**config.mk**
```make
export PLATFORM = sky130hd
export DESIGN_NAME = shelf_sprite_sheet_placer
export DESIGN_NICKNAME = d
export VERILOG_FILES = /design/src/ssp_pkg.sv /design/src/shelf_sprite_sheet_placer.sv
export SDC_FILE = /design/constraint.sdc
export NUM_CORES = 1
export LEC_CHECK = 0
export BUFFER_PORTS_ARGS = -buffer_cell sky130_fd_sc_hd__buf_2
export CORE_UTILIZATION = 59
export DETAILED_ROUTE_END_ITERATION = 10
export PLACE_DENSITY = 0.78
export REMOVE_ABC_BUFFERS = 1
export SLEW_MARGIN = 20
export SYNTH_ARGS = -nofsm -noshare
export SYNTH_HDL_FRONTEND = slang
export SYNTH_SLANG_ARGS = --single-unit
```
**constraint.sdc**
```tcl
create_clock -name clk -period 9.7 [get_ports clk]
set_input_delay 0.485 -clock clk [delete_from_list [all_inputs] [get_ports clk]]
set_output_delay 0.485 -clock clk [all_outputs]
set_load 0.005 [all_outputs]
```
**src/ssp_pkg.sv**
```systemverilog
`default_nettype none

package ssp_pkg;

	localparam int unsigned DimW  = 14;
	localparam int unsigned GapW  = 8;
	localparam int unsigned PosW  = 16;
	localparam int unsigned SizeW = 15;
	localparam int unsigned SumW  = 17;

	localparam logic [DimW-1:0] SHEET_WIDTH_RST  = 14'd512;
	localparam logic [DimW-1:0] SHEET_HEIGHT_RST = 14'd512;
	localparam logic [GapW-1:0] GAP_RST          = 8'd1;

	typedef enum logic [1:0] {
		KIND_PLACED   = 2'd0,
		KIND_CLOSED   = 2'd1,
		KIND_OVERSIZE = 2'd2
	} kind_t;

	typedef enum logic [1:0] {
		REG_SHEET_WIDTH  = 2'd0,
		REG_SHEET_HEIGHT = 2'd1,
		REG_GAP          = 2'd2
	} reg_idx_t;

	localparam logic CMD_FINISH = 1'b1;

	typedef struct packed {
		logic [SizeW-1:0] height;
		logic [SizeW-1:0] width;
		logic [DimW-1:0]  pos_y;
		logic [DimW-1:0]  pos_x;
		kind_t            kind;
		logic             last;
	} res_t;

	function automatic logic [SizeW-1:0] sat15(input logic [SumW-1:0] v);
		sat15 = (v > {{(SumW-SizeW){1'b0}}, {SizeW{1'b1}}}) ? {SizeW{1'b1}} : v[SizeW-1:0];
	endfunction

endpackage

`default_nettype wire

```
**src/shelf_sprite_sheet_placer.sv**
```systemverilog
// Channel   Dir  Handshake         Payload
// apb       in   psel/penable      paddr, pwdata, prdata (sheet_width, sheet_height, gap)
// s (cmd)   in   s_tvalid/tready   s_tdata: rect_width, rect_height; s_tuser: command
// m (res)   out  m_tvalid/tready   m_tdata: pos_x, pos_y, out_width, out_height;
//                                  m_tuser: kind; m_tlast: last
//
// An accepted item is registered, then resolved combinationally into the output register.
// One result per cycle is sustained while m_tready is high; an item that closes a sheet
// and then places its rectangle yields two results, the second held in a pending slot.
// The first result of an input transaction passes the input and output registers in turn.
// Reset clears the row state and loads the default sheet size and gap.
// A stalled output holds its result while the input register still takes one more item.
`default_nettype none

module shelf_sprite_sheet_placer (
	input  wire         clk,
	input  wire         arst_n,
	input  wire         psel,
	input  wire         penable,
	input  wire         pwrite,
	input  wire  [3:0]  paddr,
	input  wire  [31:0] pwdata,
	output logic [31:0] prdata,
	output logic        pready,
	input  wire         s_tvalid,
	output logic        s_tready,
	input  wire  [31:0] s_tdata,   // [13:0] rect_width, [27:14] rect_height, [31:28] zero
	input  wire  [0:0]  s_tuser,   // [0] command
	output logic        m_tvalid,
	input  wire         m_tready,
	output logic [63:0] m_tdata,   // [13:0] pos_x, [27:14] pos_y, [42:28] out_width,
	                               // [57:43] out_height, [63:58] zero
	output logic [1:0]  m_tuser,   // [1:0] kind
	output logic        m_tlast
);

	import ssp_pkg::*;

	logic [DimW-1:0] sheet_width_q;
	logic [DimW-1:0] sheet_height_q;
	logic [GapW-1:0] gap_q;

	logic [PosW-1:0] row_x_q;
	logic [PosW-1:0] row_y_q;
	logic [DimW-1:0] row_tallest_q;
	logic [PosW-1:0] widest_row_q;

	logic            valid_s1;
	logic            cmd_s1;
	logic [DimW-1:0] w_s1;
	logic [DimW-1:0] h_s1;

	res_t out_q;
	logic out_valid_q;
	res_t pend_q;
	logic pend_valid_q;

	logic cfg_wr;
	logic issue;
	logic out_free;
	logic s_acc;

	logic [SumW-1:0]  sum_x;
	logic [SumW-1:0]  base_y;
	logic [SumW-1:0]  next_row_y;
	logic [SumW-1:0]  need_y;
	logic [SizeW-1:0] w_gap;
	logic             oversize;
	logic             row_ovf;
	logic             sheet_ovf;
	logic [PosW-1:0]  px;
	logic [PosW-1:0]  py;
	logic [DimW-1:0]  tall;
	logic [PosW-1:0]  new_x;

	res_t            res0;
	res_t            res1;
	logic            two_res;
	logic [PosW-1:0] row_x_d;
	logic [PosW-1:0] row_y_d;
	logic [DimW-1:0] row_tallest_d;
	logic [PosW-1:0] widest_row_d;

	assign pready = 1'b1;
	assign cfg_wr = psel & penable & pwrite & pready;

	always_comb begin
		prdata = '0;
		case (paddr[3:2])
			REG_SHEET_WIDTH:  prdata = {{(32-DimW){1'b0}}, sheet_width_q};
			REG_SHEET_HEIGHT: prdata = {{(32-DimW){1'b0}}, sheet_height_q};
			REG_GAP:          prdata = {{(32-GapW){1'b0}}, gap_q};
			default:          prdata = '0;
		endcase
	end

	// A new item resolves only when the output register frees up and no second
	// result is still queued behind it.
	assign out_free = !out_valid_q || m_tready;
	assign issue    = valid_s1 && out_free && !pend_valid_q;
	assign s_tready = !valid_s1 || issue;
	assign s_acc    = s_tvalid && s_tready;

	always_comb begin
		sum_x      = SumW'(row_x_q) + SumW'(w_s1) + SumW'(gap_q);
		base_y     = SumW'(row_y_q) + SumW'(row_tallest_q);
		next_row_y = base_y + SumW'(gap_q);
		need_y     = next_row_y + SumW'(h_s1);
		w_gap      = SizeW'(w_s1) + SizeW'(gap_q);
		oversize   = (w_s1 > sheet_width_q) || (h_s1 > sheet_height_q);
		row_ovf    = sum_x > SumW'(sheet_width_q);
		sheet_ovf  = need_y > SumW'(sheet_height_q);

		px    = row_ovf ? '0 : row_x_q;
		py    = row_ovf ? next_row_y[PosW-1:0] : row_y_q;
		tall  = row_ovf ? '0 : row_tallest_q;
		new_x = row_ovf ? PosW'(w_gap) : sum_x[PosW-1:0];

		row_x_d       = row_x_q;
		row_y_d       = row_y_q;
		row_tallest_d = row_tallest_q;
		widest_row_d  = widest_row_q;
		two_res       = 1'b0;

		res1        = '0;
		res1.kind   = KIND_PLACED;
		res1.last   = 1'b1;

		res0        = '0;
		res0.last   = 1'b1;
		res0.kind   = KIND_PLACED;

		if (cmd_s1 == CMD_FINISH) begin
			res0.kind     = KIND_CLOSED;
			res0.width    = sat15(SumW'(widest_row_q));
			res0.height   = sat15(base_y);
			row_x_d       = '0;
			row_y_d       = '0;
			row_tallest_d = '0;
			widest_row_d  = '0;
		end else if (oversize) begin
			res0.kind   = KIND_OVERSIZE;
			res0.width  = SizeW'(w_s1);
			res0.height = SizeW'(h_s1);
		end else if (row_ovf && sheet_ovf) begin
			// Close the open sheet, then place this rectangle at the origin of a fresh one.
			res0.kind     = KIND_CLOSED;
			res0.last     = 1'b0;
			res0.width    = sat15(SumW'(widest_row_q));
			res0.height   = sat15(next_row_y);
			two_res       = 1'b1;
			row_x_d       = PosW'(w_gap);
			row_y_d       = '0;
			row_tallest_d = h_s1;
			widest_row_d  = PosW'(w_gap);
		end else begin
			res0.pos_x    = px[DimW-1:0];
			res0.pos_y    = py[DimW-1:0];
			row_x_d       = new_x;
			row_y_d       = py;
			row_tallest_d = (h_s1 > tall) ? h_s1 : tall;
			widest_row_d  = (new_x > widest_row_q) ? new_x : widest_row_q;
		end
	end

	always_ff @(posedge clk or negedge arst_n) begin
		if (!arst_n) begin
			sheet_width_q  <= SHEET_WIDTH_RST;
			sheet_height_q <= SHEET_HEIGHT_RST;
			gap_q          <= GAP_RST;
			row_x_q        <= '0;
			row_y_q        <= '0;
			row_tallest_q  <= '0;
			widest_row_q   <= '0;
			valid_s1       <= 1'b0;
			out_valid_q    <= 1'b0;
			pend_valid_q   <= 1'b0;
		end else begin
			if (cfg_wr) begin
				case (paddr[3:2])
					REG_SHEET_WIDTH:  sheet_width_q  <= pwdata[DimW-1:0];
					REG_SHEET_HEIGHT: sheet_height_q <= pwdata[DimW-1:0];
					REG_GAP:          gap_q          <= pwdata[GapW-1:0];
					default:          ;
				endcase
			end
			if (s_acc) begin
				valid_s1 <= 1'b1;
			end else if (issue) begin
				valid_s1 <= 1'b0;
			end
			if (issue) begin
				row_x_q       <= row_x_d;
				row_y_q       <= row_y_d;
				row_tallest_q <= row_tallest_d;
				widest_row_q  <= widest_row_d;
				out_valid_q   <= 1'b1;
				pend_valid_q  <= two_res;
			end else if (pend_valid_q && out_free) begin
				out_valid_q  <= 1'b1;
				pend_valid_q <= 1'b0;
			end else if (m_tready) begin
				out_valid_q <= 1'b0;
			end
		end
	end

	always_ff @(posedge clk) begin
		if (s_acc) begin
			cmd_s1 <= s_tuser[0];
			w_s1   <= s_tdata[DimW-1:0];
			h_s1   <= s_tdata[2*DimW-1:DimW];
		end
		if (issue) begin
			out_q  <= res0;
			pend_q <= res1;
		end else if (pend_valid_q && out_free) begin
			out_q <= pend_q;
		end
	end

	assign m_tvalid = out_valid_q;
	assign m_tuser  = out_q.kind;
	assign m_tlast  = out_q.last;
	assign m_tdata  = {{(64-2*DimW-2*SizeW){1'b0}}, out_q.height, out_q.width,
	                   out_q.pos_y, out_q.pos_x};

	a_pend_has_out: assert property (@(posedge clk) disable iff (!arst_n)
		pend_valid_q |-> out_valid_q)
		else $error("queued second result without a first one in the output register");

	a_pend_first_not_last: assert property (@(posedge clk) disable iff (!arst_n)
		pend_valid_q |-> (!m_tlast && m_tuser == KIND_CLOSED))
		else $error("result ahead of a queued placement must be a non-final sheet close");

	a_no_issue_pending: assert property (@(posedge clk) disable iff (!arst_n)
		pend_valid_q |-> !issue)
		else $error("item resolved while a second result was still queued");

	a_placed_no_size: assert property (@(posedge clk) disable iff (!arst_n)
		(m_tvalid && m_tuser == KIND_PLACED) |-> (m_tdata[57:28] == '0))
		else $error("placement result carries a sheet size");

	a_two_results_order: assert property (@(posedge clk) disable iff (!arst_n)
		(issue && two_res) |=> (pend_valid_q && pend_q.pos_x == '0 && pend_q.pos_y == '0))
		else $error("placement after a sheet close is not at the origin");

endmodule

`default_nettype wire
```
# After elaboration in Yosys (flattened, before gate mapping)
# Index checks and enable logic that the tools add are counted.
# Widths: inputs -> output; s select.
# totals
register_bits	191
inputBits	76
out_inout_bits	102
word_cells	108
# op_classes
addsub	6
order_cmp	9
n_eq_ne	3
mux	45
n_bitwise	2
n_reduce_logical	23
# ops
op	count
$mux 16	12
$mux 61	2
$mux 30	3
$mux 14	6
$mux 28	3
$mux 15	3
$gt 14x14->1	3
$pmux 14 s3	1
$add 16x14->17	2
$add 17x8->17	2
$gt 17x14->1	2
$gt 17x15->1 const B	2
$add 17x14->17	1
$gt 16x15->1 const B	1
$gt 16x16->1	1
$add 14x8->15	1
$mux 1	12
$reduce_bool 3->1	3
$reduce_and 2->1	4
$mux 2	3
$reduce_and 3->1	2
$logic_and 1x1->1	5
$reduce_bool 2->1	2
$logic_not 1->1	3
other kinds (6)	9

# Longest topological paths before layout
# logic_depth
word_depth	9
mapped_depth	36
mapped_depth_nobuf	33

# Least setup slack after synthesis
# Ideal clock, no wire load.
# synth_timing
path_type	register to register
start	reg gap_q[1]
end	reg row_tallest_q[11]
t_arrival_ps	6996
slack_ps	2638
stages_incl_launch_ff	37
period_less_slack_ps	7062
cell_sequence	dfrtp_1 > fa_1 > ha_1 > inv_1 > fa_1 > nor2b_1 > o31a_1 > o31a_1 > o21ai_0 > nand2b_1 > a21o_1 > a21oi_1 > xnor2_1 > ha_1 > nand4_1 > nor2_1 > a21oi_1 > nor3_1 > a31oi_1 > a21oi_1 > clkbuf_1 > buf_1 > clkbuf_1 > nand2_1 > ha_1 > a21oi_1 > nor2b_1 > o21ai_0 > o211ai_1 > a21oi_1 > nand2_1 > a21o_1 > a21oi_1 > a21oi_1 > o21bai_1 > clkbuf_1 > a22o_1
# synth_via
elab_chain_len	8
elab_cells_between_ends	12
cone_classes	add/sub: 3; order compare: 3; mux: 5; reduce/logical: 1
# synth_rtl
element	line	rtl
start, declared	shelf_sprite_sheet_placer.sv:41	logic [GapW-1:0] gap_q;
start signal, assigned	shelf_sprite_sheet_placer.sv:183	REG_GAP: gap_q <= pwdata[GapW-1:0];
$add 17x8->17	shelf_sprite_sheet_placer.sv:105	sum_x = SumW'(row_x_q) + SumW'(w_s1) + SumW'(gap_q);
$gt 17x14->1	shelf_sprite_sheet_placer.sv:111	row_ovf = sum_x > SumW'(sheet_width_q);
$mux 14	shelf_sprite_sheet_placer.sv:116	tall = row_ovf ? '0 : row_tallest_q;
$gt 14x14->1	shelf_sprite_sheet_placer.sv:161	row_tallest_d = (h_s1 > tall) ? h_s1 : tall;
$mux 14	shelf_sprite_sheet_placer.sv:161	
$mux 14 (*)	shelf_sprite_sheet_placer.sv:145	end else if (row_ovf && sheet_ovf) begin
$mux 14 (*)	shelf_sprite_sheet_placer.sv:141	end else if (oversize) begin
$mux 14 (*)	shelf_sprite_sheet_placer.sv:133	if (cmd_s1 == CMD_FINISH) begin
end signal, assigned	shelf_sprite_sheet_placer.sv:195	row_tallest_q <= row_tallest_d;
end, declared	shelf_sprite_sheet_placer.sv:45	logic [DimW-1:0] row_tallest_q;
# Mark *: on every way between the ends. The rest lies on a longest branch, timed or not. The select of a mux whose other input is x is not followed.
# A chain may end at the register's enable or synchronous reset.

# Worst setup path in the final report
# layout_timing
start	reg row_y_q[0]
end	reg widest_row_q[9]
# layout_via
elab_chain_len	8
elab_cells_between_ends	10
cone_classes	add/sub: 3; order compare: 1; mux: 3; reduce/logical: 3
# layout_rtl
element	line	rtl
start, declared	shelf_sprite_sheet_placer.sv:44	logic [PosW-1:0] row_y_q;
start signal, assigned	shelf_sprite_sheet_placer.sv:194	row_y_q <= row_y_d;
$add 16x14->17 (*)	shelf_sprite_sheet_placer.sv:106	base_y = SumW'(row_y_q) + SumW'(row_tallest_q);
$add 17x8->17 (*)	shelf_sprite_sheet_placer.sv:107	next_row_y = base_y + SumW'(gap_q);
$add 17x14->17 (*)	shelf_sprite_sheet_placer.sv:108	need_y = next_row_y + SumW'(h_s1);
$gt 17x14->1 (*)	shelf_sprite_sheet_placer.sv:112	sheet_ovf = need_y > SumW'(sheet_height_q);
$logic_and 1x1->1 (*)	shelf_sprite_sheet_placer.sv:145	
$mux 16	shelf_sprite_sheet_placer.sv:145	
$mux 16	shelf_sprite_sheet_placer.sv:141	
$mux 16	shelf_sprite_sheet_placer.sv:133	
end signal, assigned	shelf_sprite_sheet_placer.sv:196	widest_row_q <= widest_row_d;
end, declared	shelf_sprite_sheet_placer.sv:46	logic [PosW-1:0] widest_row_q;
# Marked as above.

==> metrics <==
Rel. slew slack roughly two fifths; RePlAce Congestion 0.929; worst hold path class primary input to asynchronous set/reset pin; power per cell area between 400 and 500 nW/µm²; Crit Path Category flip-flop to flip-flop; delay of the slowest critical-path stage 0.57 ns; clk sinks roughly 190; pin count of the biggest net entering global routing 53; initial antenna violation count 0; P&R area growth vs syn 10.4%; Worst Setup End Kind flip-flop; Distinct cells, synth 77; Max Cap Viol 0; most frequent cells in the layout 153 x ha_1, 127 x buf_2, 117 x nand2_1, 98 x dfrtp_1, 90 x edfxtp_1; RSZ-0062 raised after global routing no; crit-path max FO 16; post-route cell area 14700 µm²; most used cell along the critical path ha_1; Reg2Reg Depth 29; hold_buf cts 0; Post-Syn Instances roughly 1300; average vias per placed instance slightly above 6; Setup Skew about 0.0098 ns; crit path DAT approximately 8.6 ns; CTS root buf clkbuf_16; Finish-stage setup viols 0; First-pass DRT Iterations 10; f_max around 0.12 GHz; Avg Synthesized Cell Area 9.98 µm²; die area ~23000 µm²; Tcrit/Tclk final 84.4%; DRC 9; Static Leak between 0.006 and 0.007 µW; floorplan row count 54; antenna cells 0; CTS tree done; failing checks DRC; Final HPWL DP about 26000 µm; FF+latch count, synth about 190; Max VDD drop ~0.22 mV; drt wl/cell about 20 µm; endpoints failing hold 0; Synth async-reset ratio between 50% and 60%; Post-synth EDFFs 90; placed inst area ~14000 µm²; Syn Std Cell Area around 13000 µm²; IO Pins roughly 180; Port Buffers 128; core box area roughly 22000 µm²; Pins Over Slew Limit 0; most common cell after layout, fill and taps aside ha_1; CP max-delay cell or3_1; Via Count 10600; Die Wd between 150 and 200 µm; GRT overflow 0; Setup crit start kind flip-flop; share of layout cells above drive strength 1 roughly 16%; gr usage total around 30%; H-tree Lvls 4; CP required 10.09 ns; 1st-iter DRT viols 836; Total Neg Setup Slack 0 ns; total routed wirelength between 30000 and 40000 µm; postcts setup bufs 0; Die Y around 150 µm; Layout Nets 1683; main flop type after synthesis dfrtp_1; Max clock buf depth 2; post-CTS sizing 0; first-pass GRT wire length around 54000 µm; worst slew pin tran slightly below 0.9 ns; clk slew on worst S/H paths 0.07 ns; initial core utilization between 60% and 70%; outcome complete, but fails checks; Routed Antenna Nets 0; vias in the first global route a little over 10000; min cycle time layout approximately 8 ns; sequential area share after synthesis 39.4%; Skew-Pair Late Insertion Delay approximately 0.45 ns; Synth Warn # 0; CTS Buf Count 17
## routing by layer
layer	vias up	track usage [%]	wire, µm
li1	5014	-	-
met1	5117	39.5	14400
met2	414	49.1	16000
met3	77	4.14	2030
met4	0	14.2	1320
met5	-	0	0
## synth_stat cells (all sizes together) (10+ instances only)
cell | number | area share [%]
a21o | 37 | 2.1
a21oi | 89 | 3.4
a22o | 40 | 2.6
a32o | 14 | 1.1
and3 | 21 | 0.99
buf | 36 | 1.9
clkbuf | 35 | 0.99
dfrtp | 98 | 18
edfxtp | 90 | 20
fa | 13 | 2.0
ha | 153 | 14
inv | 86 | 2.4
mux2 | 26 | 2.2
mux2i | 30 | 2.3
nand2 | 117 | 3.3
nand2b | 14 | 0.66
nand3 | 19 | 0.72
nand4 | 19 | 0.90
nor2 | 81 | 2.3
nor2b | 21 | 0.99
nor3 | 17 | 0.64
o211ai | 14 | 0.83
o21a | 10 | 0.57
o21ai | 92 | 3.5
xnor2 | 39 | 2.6
xor2 | 17 | 1.1
## power breakdown
part           switching [µW]  total [µW]  internal, µW  leakage, µW
clock network             335         694           359     0.000284
logic                    2330        3920          1590      0.00434
registers                 187        1300          1110      0.00220
total                    2850        5910          3060      0.00682
## registers in the layout, indices dropped and copies added, names as in the netlist
signal	flops
pend_valid_q	1
sheet_width_q	14
w_s1	14
row_x_q	16
m_tdata	58
m_tlast	1
row_tallest_q	14
gap_q	8
m_tvalid	1
cmd_s1	1
valid_s1	1
h_s1	14
m_tuser	2
row_y_q	16
widest_row_q	16
sheet_height_q	14
## critical path, delay by kind of cell (launching register included)
family                   cells  cell delay, ns
AND/OR/NAND/NOR             11            2.06
AO/OA/AOI/OAI                8            2.68
adder cells (fa/ha/maj)      5            1.60
multiplexers                 1            0.37
XOR/XNOR                     3            0.96
buffers and inverters        1            0.06
flip-flops                   1            0.38
## through the flow
step / hold WS, ns / setup slack (ns) / util (%) / total power [µW] / instances
after floorplan: 0.189 / 0.556 / - / 4110 / 1282
final: 0.0486 / 1.51 / 66.7 / 5910 / 1734
after global placement: 0.486 / 1.91 / 64.1 / 4990 / 1702
after detailed placement: 0.486 / 1.74 / 64.1 / 5150 / 1702
after global routing: 0.107 / 1.04 / 66.7 / 6430 / 1734
after CTS: 0.0825 / 1.66 / 66.7 / 5870 / 1734
## kinds of logic after synthesis
family | Yosys count | synth area share (%)
simple gates | 345 | 12.7
compound gates | 356 | 17.9
flops | 191 | 39.4
xor+xnor | 56 | 3.70
buf+inv | 157 | 5.37
fa+ha+maj | 166 | 16.4
mux | 56 | 4.47
other cells | 2 | 0.0566
## final timing paths
kind / end / from / slack (ns)
worst max-delay path: widest_row_q[9] / row_y_q[0] / 1.51
worst min-delay path: widest_row_q[9] / arst_n / 0.05
worst max register to register: widest_row_q[9] / row_y_q[0] / 1.51
worst min register to register: pend_valid_q / pend_valid_q / 0.51
max in group asynchronous: row_tallest_q[1] / arst_n / 8.46
min in group clk: w_s1[7] / s_tdata[7] / 0.21
## layout make-up
class	instances	area, µm²
multi-input cells	1005	7450
fillers	1714	7300
flip-flops and latches	191	5230
repair buffers	140	733
clock buffers	21	472
well taps	280	350
inverters	86	323
clock inverters	11	95.1
(Power assumes the default switching activity.)
